File: src/hw/rtl/pls_pkg.sv
package pls_pkg;

	// List geometry
	localparam int DEPTH = 16;
	localparam int IdxW  = (DEPTH > 1) ? $clog2(DEPTH) : 1;
	localparam int CntW  = $clog2(DEPTH + 1);

	// Field widths
	localparam int OpW   = 2;
	localparam int PosW  = 5;
	localparam int WordW = 32;
	localparam int StW   = 2;
	localparam int CapW  = 5;

	localparam logic [CapW-1:0] CAP_RESET = 5'd16;

	// Operation codes
	localparam logic [OpW-1:0] OP_APPEND = 2'd0;
	localparam logic [OpW-1:0] OP_INSERT = 2'd1;
	localparam logic [OpW-1:0] OP_DELETE = 2'd2;
	localparam logic [OpW-1:0] OP_DUMP   = 2'd3;

	// Status codes
	localparam logic [StW-1:0] ST_OK     = 2'd0;
	localparam logic [StW-1:0] ST_FULL   = 2'd1;
	localparam logic [StW-1:0] ST_EMPTY  = 2'd2;
	localparam logic [StW-1:0] ST_BADPOS = 2'd3;

	typedef struct packed {
		logic [OpW-1:0]          operation;
		logic [PosW-1:0]         position;
		logic signed [WordW-1:0] value;
	} pls_req_t;

	typedef struct packed {
		logic [StW-1:0]          status;
		logic signed [WordW-1:0] data_word;
		logic [4:0]              entry_count;
		logic                    last_of_run;
	} pls_rsp_t;

	// Controller to datapath
	typedef struct packed {
		logic           append;
		logic           insert;
		logic           remove;
		logic           emit;
		logic [StW-1:0] status;
		logic           word_sel;
		logic           last;
		logic           idx_clr;
		logic           idx_inc;
	} pls_cmd_t;

	// Datapath to controller
	typedef struct packed {
		logic full;
		logic empty;
		logic ins_pos_ok;
		logic del_pos_ok;
		logic idx_last;
	} pls_flags_t;

endpackage

File: src/hw/rtl/positional_list_store.sv
// Positional list store: an ordered list of up to 16 signed 32-bit words.
// Request channel: when start is high and busy is low, the request on
// request (operation, position, value) is taken at that clock edge.
// Operations: append, insert at a one-based position, delete at a position
// (returns the removed word), and dump of every stored word in order.
// Result channel: each result sits on result for exactly one cycle with
// result_valid high; the receiver cannot stall, so results are never held.
// Append, insert and delete give one result in the cycle after the request
// and keep busy low, so one request per cycle is taken while no dump runs.
// Dump of n entries gives n results on consecutive cycles, the first
// coming through the dump state and then the result register, the last one
// flagged by last_of_run; busy is high while the dump index walks the cells.
// A dump of an empty list gives a single empty-status result.
// Configuration: cfg_we writes cfg_wdata into the capacity register; write
// it only while the block is idle.
// Reset (arst_n low) empties the list and sets the capacity to 16; the
// stored words themselves are not cleared.
module positional_list_store import pls_pkg::*; (
	input  logic            clk,
	input  logic            arst_n,
	input  logic            start,
	input  pls_req_t        request,
	output logic            busy,
	input  logic            cfg_we,
	input  logic [CapW-1:0] cfg_wdata,
	output logic            result_valid,
	output pls_rsp_t        result
);

	pls_cmd_t   cmd;
	pls_flags_t flags;

	pls_ctrl u_ctrl (
		.clk       (clk),
		.arst_n    (arst_n),
		.start     (start),
		.operation (request.operation),
		.flags     (flags),
		.busy      (busy),
		.cmd       (cmd)
	);

	pls_datapath u_datapath (
		.clk          (clk),
		.arst_n       (arst_n),
		.request      (request),
		.cmd          (cmd),
		.cfg_we       (cfg_we),
		.cfg_wdata    (cfg_wdata),
		.flags        (flags),
		.result_valid (result_valid),
		.result       (result)
	);

endmodule

File: src/hw/rtl/pls_ctrl.sv
module pls_ctrl import pls_pkg::*; (
	input  logic           clk,
	input  logic           arst_n,
	input  logic           start,
	input  logic [OpW-1:0] operation,
	input  pls_flags_t     flags,
	output logic           busy,
	output pls_cmd_t       cmd
);

	localparam logic S_IDLE = 1'b0;
	localparam logic S_DUMP = 1'b1;

	logic state_q;
	logic state_d;
	logic accept;

	assign busy   = (state_q == S_DUMP);
	assign accept = start && !busy;

	// Decode the request and walk the dump
	always_comb begin
		cmd     = '0;
		state_d = state_q;
		unique case (state_q)
			S_IDLE: begin
				if (accept) begin
					cmd.last = 1'b1;
					unique case (operation)
						OP_APPEND: begin
							cmd.emit = 1'b1;
							if (flags.full) begin
								cmd.status = ST_FULL;
							end else begin
								cmd.append = 1'b1;
								cmd.status = ST_OK;
							end
						end
						OP_INSERT: begin
							cmd.emit = 1'b1;
							priority if (flags.full) begin
								cmd.status = ST_FULL;
							end else if (!flags.ins_pos_ok) begin
								cmd.status = ST_BADPOS;
							end else begin
								cmd.insert = 1'b1;
								cmd.status = ST_OK;
							end
						end
						OP_DELETE: begin
							cmd.emit = 1'b1;
							priority if (flags.empty) begin
								cmd.status = ST_EMPTY;
							end else if (!flags.del_pos_ok) begin
								cmd.status = ST_BADPOS;
							end else begin
								cmd.remove   = 1'b1;
								cmd.word_sel = 1'b1;
								cmd.status   = ST_OK;
							end
						end
						OP_DUMP: begin
							if (flags.empty) begin
								cmd.emit   = 1'b1;
								cmd.status = ST_EMPTY;
							end else begin
								cmd.last    = 1'b0;
								cmd.idx_clr = 1'b1;
								state_d     = S_DUMP;
							end
						end
						default: begin
							cmd = '0;
						end
					endcase
				end
			end
			S_DUMP: begin
				cmd.emit     = 1'b1;
				cmd.status   = ST_OK;
				cmd.word_sel = 1'b1;
				cmd.idx_inc  = 1'b1;
				cmd.last     = flags.idx_last;
				if (flags.idx_last) begin
					state_d = S_IDLE;
				end
			end
			default: begin
				state_d = S_IDLE;
			end
		endcase
	end

	// Hold the state
	always_ff @(posedge clk or negedge arst_n) begin
		if (!arst_n) begin
			state_q <= S_IDLE;
		end else begin
			state_q <= state_d;
		end
	end

`ifndef SYNTHESIS
	a_dump_ends: assert property (@(posedge clk) disable iff (!arst_n)
		(state_q == S_DUMP) && flags.idx_last |=> (state_q == S_IDLE))
		else $error("dump did not end after the last entry");
	a_one_update: assert property (@(posedge clk) disable iff (!arst_n)
		$onehot0({cmd.append, cmd.insert, cmd.remove}))
		else $error("more than one list update in a cycle");
	a_busy_quiet: assert property (@(posedge clk) disable iff (!arst_n)
		busy |-> !(cmd.append || cmd.insert || cmd.remove))
		else $error("list update while dumping");
`endif

endmodule

File: src/hw/rtl/pls_datapath.sv
module pls_datapath import pls_pkg::*; (
	input  logic            clk,
	input  logic            arst_n,
	input  pls_req_t        request,
	input  pls_cmd_t        cmd,
	input  logic            cfg_we,
	input  logic [CapW-1:0] cfg_wdata,
	output pls_flags_t      flags,
	output logic            result_valid,
	output pls_rsp_t        result
);

	localparam int CmpW = ((CntW > CapW) ? CntW : CapW) + 1;

	logic [WordW-1:0] cells_q [DEPTH];
	logic [CntW-1:0]  count_q;
	logic [CntW-1:0]  count_d;
	logic [CapW-1:0]  cap_q;
	logic [IdxW-1:0]  idx_q;
	logic [IdxW-1:0]  pos_idx;
	logic [IdxW-1:0]  rd_idx;
	logic [WordW-1:0] rd_word;
	logic [CmpW-1:0]  eff_cap;
	logic             result_valid_q;
	pls_rsp_t         result_q;

	assign pos_idx = IdxW'(request.position - 5'd1);

	// Shift cells: each takes the request word, a neighbor, or holds
	for (genvar g = 0; g < DEPTH; g++) begin : g_cell
		logic [WordW-1:0] from_below;
		logic [WordW-1:0] from_above;
		if (g == 0) begin : g_first
			assign from_below = '0;
		end else begin : g_lower
			assign from_below = cells_q[g-1];
		end
		if (g == DEPTH - 1) begin : g_top
			assign from_above = cells_q[g];
		end else begin : g_upper
			assign from_above = cells_q[g+1];
		end
		always_ff @(posedge clk) begin
			priority if (cmd.append && (CntW'(g) == count_q)) begin
				cells_q[g] <= request.value;
			end else if (cmd.insert && (IdxW'(g) == pos_idx)) begin
				cells_q[g] <= request.value;
			end else if (cmd.insert && (IdxW'(g) > pos_idx)) begin
				cells_q[g] <= from_below;
			end else if (cmd.remove && (IdxW'(g) >= pos_idx)) begin
				cells_q[g] <= from_above;
			end
		end
	end

	// Read one cell: dump index or request position
	assign rd_idx  = cmd.idx_inc ? idx_q : pos_idx;
	assign rd_word = cells_q[rd_idx];

	// Advance the entry count
	always_comb begin
		priority if (cmd.append || cmd.insert) begin
			count_d = count_q + CntW'(1);
		end else if (cmd.remove) begin
			count_d = count_q - CntW'(1);
		end else begin
			count_d = count_q;
		end
	end

	always_ff @(posedge clk or negedge arst_n) begin
		if (!arst_n) begin
			count_q <= '0;
			cap_q   <= CAP_RESET;
			idx_q   <= '0;
		end else begin
			count_q <= count_d;
			if (cfg_we) begin
				cap_q <= cfg_wdata;
			end
			if (cmd.idx_clr) begin
				idx_q <= '0;
			end else if (cmd.idx_inc) begin
				idx_q <= idx_q + IdxW'(1);
			end
		end
	end

	// Status toward the controller
	assign eff_cap = (CmpW'(cap_q) > CmpW'(DEPTH)) ? CmpW'(DEPTH) : CmpW'(cap_q);
	assign flags.full       = CmpW'(count_q) >= eff_cap;
	assign flags.empty      = (count_q == '0);
	assign flags.ins_pos_ok = (request.position != '0) &&
		(CmpW'(request.position) <= CmpW'(count_q) + CmpW'(1));
	assign flags.del_pos_ok = (request.position != '0) &&
		(CmpW'(request.position) <= CmpW'(count_q));
	assign flags.idx_last   = ((CntW'(idx_q) + CntW'(1)) == count_q);

	// Register the result for one cycle
	always_ff @(posedge clk or negedge arst_n) begin
		if (!arst_n) begin
			result_valid_q <= 1'b0;
		end else begin
			result_valid_q <= cmd.emit;
		end
	end

	always_ff @(posedge clk) begin
		if (cmd.emit) begin
			result_q.status      <= cmd.status;
			result_q.data_word   <= cmd.word_sel ? rd_word : '0;
			result_q.entry_count <= 5'(count_d);
			result_q.last_of_run <= cmd.last;
		end
	end

	assign result_valid = result_valid_q;
	assign result       = result_q;

`ifndef SYNTHESIS
	a_count_bound: assert property (@(posedge clk) disable iff (!arst_n)
		CmpW'(count_q) <= CmpW'(DEPTH))
		else $error("entry count above store depth");
	a_append_grows: assert property (@(posedge clk) disable iff (!arst_n)
		cmd.append |=> (count_q == $past(count_q) + CntW'(1)))
		else $error("append did not grow the list");
	a_remove_nonempty: assert property (@(posedge clk) disable iff (!arst_n)
		cmd.remove |-> !flags.empty && flags.del_pos_ok)
		else $error("delete on empty list or bad position");
`endif

endmodule
File: config.mk
export PLATFORM = sky130hd
export DESIGN_NAME = positional_list_store
export DESIGN_NICKNAME = d
export VERILOG_FILES = /design/src/hw/rtl/pls_pkg.sv /design/src/hw/rtl/positional_list_store.sv /design/src/hw/rtl/pls_ctrl.sv /design/src/hw/rtl/pls_datapath.sv
export SDC_FILE = /design/constraint.sdc
export NUM_CORES = 2
export LEC_CHECK = 0
export BUFFER_PORTS_ARGS = -buffer_cell sky130_fd_sc_hd__buf_2
export CELL_PAD_IN_SITES_DETAIL_PLACEMENT = 1
export CELL_PAD_IN_SITES_GLOBAL_PLACEMENT = 2
export CORE_MARGIN = 5
export CORE_UTILIZATION = 41
export CTS_CLUSTER_SIZE = 8
export DETAILED_ROUTE_END_ITERATION = 8
export PLACE_DENSITY = 0.81
export SLEW_MARGIN = 20
export SYNTH_ARGS = -nofsm -noshare
export SYNTH_HDL_FRONTEND = slang
export SYNTH_HIERARCHICAL = 1
export SYNTH_SLANG_ARGS = --single-unit
File: constraint.sdc
create_clock -name clk -period 7 [get_ports clk]
set_input_delay 0.35 -clock clk [delete_from_list [all_inputs] [get_ports clk]]
set_output_delay 0.35 -clock clk [all_outputs]
set_load 0.01 [all_outputs]
Word-level counts from Yosys, hierarchy flattened. Memory sizes are Yosys's and may differ from the RTL's. A register that Yosys moved wholly into a read port is not among the register bits. Index checks and enable logic that the tools add are counted.

Add/subtract/negate cells: 6. Order comparisons: 36. Eq/ne operators: 34. Mux-type cells: 305. Bitwise operators: 49. Reduce and logical (&&, ||, !) cells: 75.

Operator list (number): $mux 32 (48); $mux 1 (238); $logic_and 1x1->1 (67); $or 1x1->1 (48); $eq 4x5->1 const A (8); $eq 4x4->1 const A (8); $ge 4x4->1 const A (8); $gt 4x4->1 const A (8); $eq 3x5->1 const A (4); $eq 3x4->1 const A (4); $ge 3x4->1 const A (4); $gt 3x4->1 const A (4); $mux 5 (3); $mux 2 (6); $mux 4 (3); $pmux 3 s4 (1); $eq 2x5->1 const A (2); $mux 10 (1); $pmux 5 s2 (1); $eq 2x4->1 const A (2); $ge 1x4->1 const A (2); $ge 2x4->1 const A (2); $gt 1x4->1 const A (2); $gt 2x4->1 const A (2); other kinds (25) (29).

Bits in registers: 24. Memory bits (writable): 512. Output and inout bits: 42. Logic and storage cells: 514. Memories kept: 1.

Memory list: u_datapath.cells_q (words 16, width 32, rd ports 17, clocked after memory_dff 1, wr ports 16, line pls_datapath.sv:15) `logic [WordW-1:0] cells_q [DEPTH];`.

Longest topological paths before layout.
Depth after elaboration: 15. Gate-level depth with buffers: 19.

By module. Netlist, hierarchy kept.

By module, submodules not included: pls_datapath (times used 1, cells each 3448, area each 34329.2 µm², seq. area each 16952.5 µm²); pls_ctrl (times used 1, cells each 23, area each 178.9 µm², seq. area each 25.0 µm²).

Worst setup path before layout. Ideal clock, no wire load.

Path type: register to register. Start point: register u_datapath.count_q[0]. End point: memory u_datapath.cells_q[1][0], enable pin. Library setup time: 0.466 ns. Arrival: 4.793 ns. Required time: 6.534 ns. Slack: 1.741 ns. Stages on the path, launching flop included: 13. Buffers on the path: 1. Period minus slack after synthesis: 5.259 ns. Cell sequence: dfrtp_1 -> ha_1 -> and3_1 -> ha_1 -> ha_1 -> nand3_1 -> o32a_1 -> a21oi_1 -> o21a_1 -> and4_2 -> buf_2 -> o21ai_2 -> o21ai_0.

RTL lines: start, declared (line pls_datapath.sv:16) `logic [CntW-1:0] count_q;`; start signal, assigned (line pls_datapath.sv:77) `count_q <= count_d;`; end, declared (line pls_datapath.sv:15).

==> flow_summary.toml <==
[detailed_routing]
drt_iter0_drc = 3555
via_per_inst = 6.84
wirelength_um = 146000
wl_per_cell_um = 32.5
drc = 0
num_vias = 30754
drtAntennaViolNets = 0
drt_first_pass_iters = 5

[floorplan]
placementRows = 106
die_area_um2 = 90100
initial_utilization = 0.413
width_of_the_chip_um = 300
core_um2 = 83600
top_level_ports = 90
dieHeight_um = 300

[setup_path]
setup_crit_start_kind = "flop"
worst_ep_required_ps = 7330
cp.arrival_ps = 5710
largest_fanout_of_any_net_on_the_critical_path = 33
worst_setup_path_startpoint = "u_datapath/count_q[0]"
worstSetupEndpointType = "flop"
regToRegStartpoint = "u_datapath/count_q[0]"
critical_path_class = "flop to flop"

[yosys]
synth_enable_flop_cells = 552
synth_top_cells_by_count = "sky130_fd_sc_hd__edfxtp_1, sky130_fd_sc_hd__nand2_1, sky130_fd_sc_hd__nor2_1"
synthesis.instances = 3471
ys_seq_elements = 568
synth_area_per_cell_um2 = 9.94
synthesis.area_um2 = 34500
synth_most_common_cell = "sky130_fd_sc_hd__edfxtp_1"
synth_top_area_share = 0.480
ys_top_cells_by_area = "sky130_fd_sc_hd__edfxtp_1, sky130_fd_sc_hd__mux2i_1, sky130_fd_sc_hd__nand2_1, sky130_fd_sc_hd__nor2_1, sky130_fd_sc_hd__a21oi_1"
ys_dominant_reg_cell = "sky130_fd_sc_hd__edfxtp_1"
synthesis.yosys.warnings = 6
ys_types = 73
yosys.area.top_type = "sky130_fd_sc_hd__edfxtp_1"
synth_fp_nets = 3545
synth-seq-area-share = 0.492
async_flop_share = 0.0282

[global_routing]
grt_antenna_before_repair = 3
global_route_wire_length_before_repair_um = 214000
grt_max_degree = 105
grtUsageTotal = 0.313
grt_pass1_vias = 31194
residual_overflow_from_global_routing = 0

[run_status]
run_status = "completed"

[finish]
areaGrowthSynthToFinish_pct = 10.8
layout.core_utilization = 0.458
layout.nets = 3474
share_of_cells_above_drive_strength_1 = 0.116

[placed_design]
dpl_wire_length_um = 90100
place.gp.congestion = 0.885
port_buffers = 89

[clock_network]
tritoncts = "yes"
clock_sink_count = 568
cts-htree-levels = 3
cts_buffer_depth = 3
clockRootBuffer = "sky130_fd_sc_hd__clkbuf_16"
insertion_delay_ps = 630
tritoncts.num_buffers = 81
cts.reportedPaths.clkPinSlew_ps = 50

[flow_run]
maxCapViolCount = 0

[timing]
maxSlewHeadroom = 0.205
fin_setup_tns_ps = 0
final-setup-viol-count = 0
timing_hold_violations_final = 0
unrepaired_setup_endpoints_after_global_routing = "no"
worst_slew_pin_slew_ps = 1190
fin_crit_sh = 0.769
final.setup_skew_ps = 18.0
fin_worst_hold_slack_ps = 59.1
fin_crit_ps = 5380
timing_max_transition_violations_final = 0
max_freq_mhz = 186

[min_path]
worstHoldPathType = "input port to flop"
hold_path_startpoint = "cfg_we"

[power]
vdd.ir_drop.worst_v = 0.000431
pwr_density_cell_nw_per_um2 = 372
leakagePower_nw = 12.7
-- report_power, final --
group | switching (mW) | leakage (nW) | total (mW) | internal, mW
Combinational | 4.26 | 6.39 | 6.07 | 1.82
Sequential | 0.319 | 5.23 | 4.55 | 4.23
Clock | 1.52 | 1.05 | 3.61 | 2.10
-- repair_timing --
action                                 CTS  global route
endpoints found under the hold margin   21             0
hold buffers                             8             0
buffers inserted                         0             0
gates resized for setup                  0             0
-- worst max-delay path, stage by stage, from the launching register on --
cell	delay (ps)
sky130_fd_sc_hd__dfrtp_1	490
sky130_fd_sc_hd__ha_1	350
sky130_fd_sc_hd__and3_1	220
sky130_fd_sc_hd__ha_1	330
sky130_fd_sc_hd__ha_1	320
sky130_fd_sc_hd__nand3_1	90
sky130_fd_sc_hd__o32a_1	160
sky130_fd_sc_hd__nand2_1	70
sky130_fd_sc_hd__o21a_1	200
sky130_fd_sc_hd__and4_2	350
sky130_fd_sc_hd__nand2b_1	190
sky130_fd_sc_hd__buf_4	250
sky130_fd_sc_hd__nor3_4	470
sky130_fd_sc_hd__nand3_2	880
sky130_fd_sc_hd__buf_4	530
sky130_fd_sc_hd__nor2_1	110
sky130_fd_sc_hd__a31oi_1	50
-- layer usage --
layer	vias to the layer above	wire (um)	GRT usage
met5	-	0	0
met4	0	5580	0.115
met3	379	15100	0.0715
met2	1766	64900	0.487
met1	15634	60700	0.430
li1	12975	-	-
-- metrics by stage --
stage | cell area [um2] | std cells | setup WS (ps) | total power [mW]
floorplan | 34500 | 3471 | 1740 | 7.92
global placement | 35900 | 4386 | 1620 | 10.3
detailed placement | 36000 | 4389 | 1480 | 10.4
CTS | 38200 | 4496 | 1690 | 14.1
global route | 38200 | 4496 | 1390 | 14.7
finish | 38200 | 4497 | 1620 | 14.2
-- placed cells by master, fill, tap and decap left out, types with 21 or more instances in the layout --
| master | instances |
|---|---|
| sky130_fd_sc_hd__nand2_1 | 410 |
| sky130_fd_sc_hd__nand3_1 | 22 |
| sky130_fd_sc_hd__o21ai_0 | 137 |
| sky130_fd_sc_hd__nor4_1 | 66 |
| sky130_fd_sc_hd__a221oi_1 | 38 |
| sky130_fd_sc_hd__o22a_1 | 44 |
| sky130_fd_sc_hd__edfxtp_1 | 552 |
| sky130_fd_sc_hd__o211ai_1 | 35 |
| sky130_fd_sc_hd__a211o_1 | 65 |
| sky130_fd_sc_hd__mux2i_1 | 290 |
| sky130_fd_sc_hd__buf_4 | 87 |
| sky130_fd_sc_hd__o22ai_1 | 131 |
| sky130_fd_sc_hd__o31ai_1 | 22 |
| sky130_fd_sc_hd__and3_1 | 69 |
| sky130_fd_sc_hd__nor3_1 | 26 |
| sky130_fd_sc_hd__a21oi_1 | 229 |
| sky130_fd_sc_hd__a221o_1 | 36 |
| sky130_fd_sc_hd__or3_1 | 53 |
| sky130_fd_sc_hd__buf_2 | 88 |
| sky130_fd_sc_hd__o32a_1 | 21 |
| sky130_fd_sc_hd__ha_1 | 26 |
| sky130_fd_sc_hd__nor2_1 | 372 |
| sky130_fd_sc_hd__a21o_1 | 30 |
| sky130_fd_sc_hd__clkbuf_16 | 83 |
| sky130_fd_sc_hd__mux2_2 | 58 |
| sky130_fd_sc_hd__a31oi_1 | 128 |
| sky130_fd_sc_hd__nor2b_1 | 70 |
-- registers in the layout (all words and copies together) (netlist names) --
| name | cells |
|---|---|
| u_datapath/cells_q | 512 |
| u_datapath/result | 40 |
| u_datapath/cap_q | 5 |
| u_datapath/count_q | 5 |
| u_datapath/idx_q | 4 |
| u_ctrl/busy | 1 |
| u_datapath/result_valid | 1 |
-- layout make-up --
cell class / instances / area, um2
fillers: 9173 / 45300
flip-flops and latches: 568 / 17000
inverters: 12 / 45.0
multi-input cells: 2550 / 16400
clock inverters: 4 / 30.0
diodes: 1 / 2.50
repair buffers: 187 / 1280
clock buffers: 95 / 2120
well taps: 1080 / 1350
-- cell families (layout without fill, tap and decap cells) --
kind of cell / count (synthesis) / in the layout / share of synthesized area
other: 0 / 1 / 0
buffers and inverters: 353 / 298 / 0.0446
muxes: 360 / 360 / 0.107
adders and majority gates: 26 / 26 / 0.00943
and+or+nand+nor: 1161 / 1161 / 0.154
xor gates and xnor gates: 15 / 15 / 0.00381
DFF: 568 / 568 / 0.492
AOI/OAI and AO/OA: 988 / 988 / 0.189
-- worst paths after layout --
path / endpoint / slack (ps) / depth (start not counted)
max: u_datapath/cells_q[3][7] / 1620 / 16
min: u_datapath/cap_q[0] / 60 / 2
max reg2reg: u_datapath/cells_q[3][7] / 1620 / 16
min reg2reg: u_datapath/cap_q[0] / 510 / 1
max in group asynchronous: u_datapath/cap_q[4] / 6460 / 2
min in group asynchronous: u_datapath/idx_q[3] / 210 / 2
No activity file was read; power rests on OpenSTA's default activity.
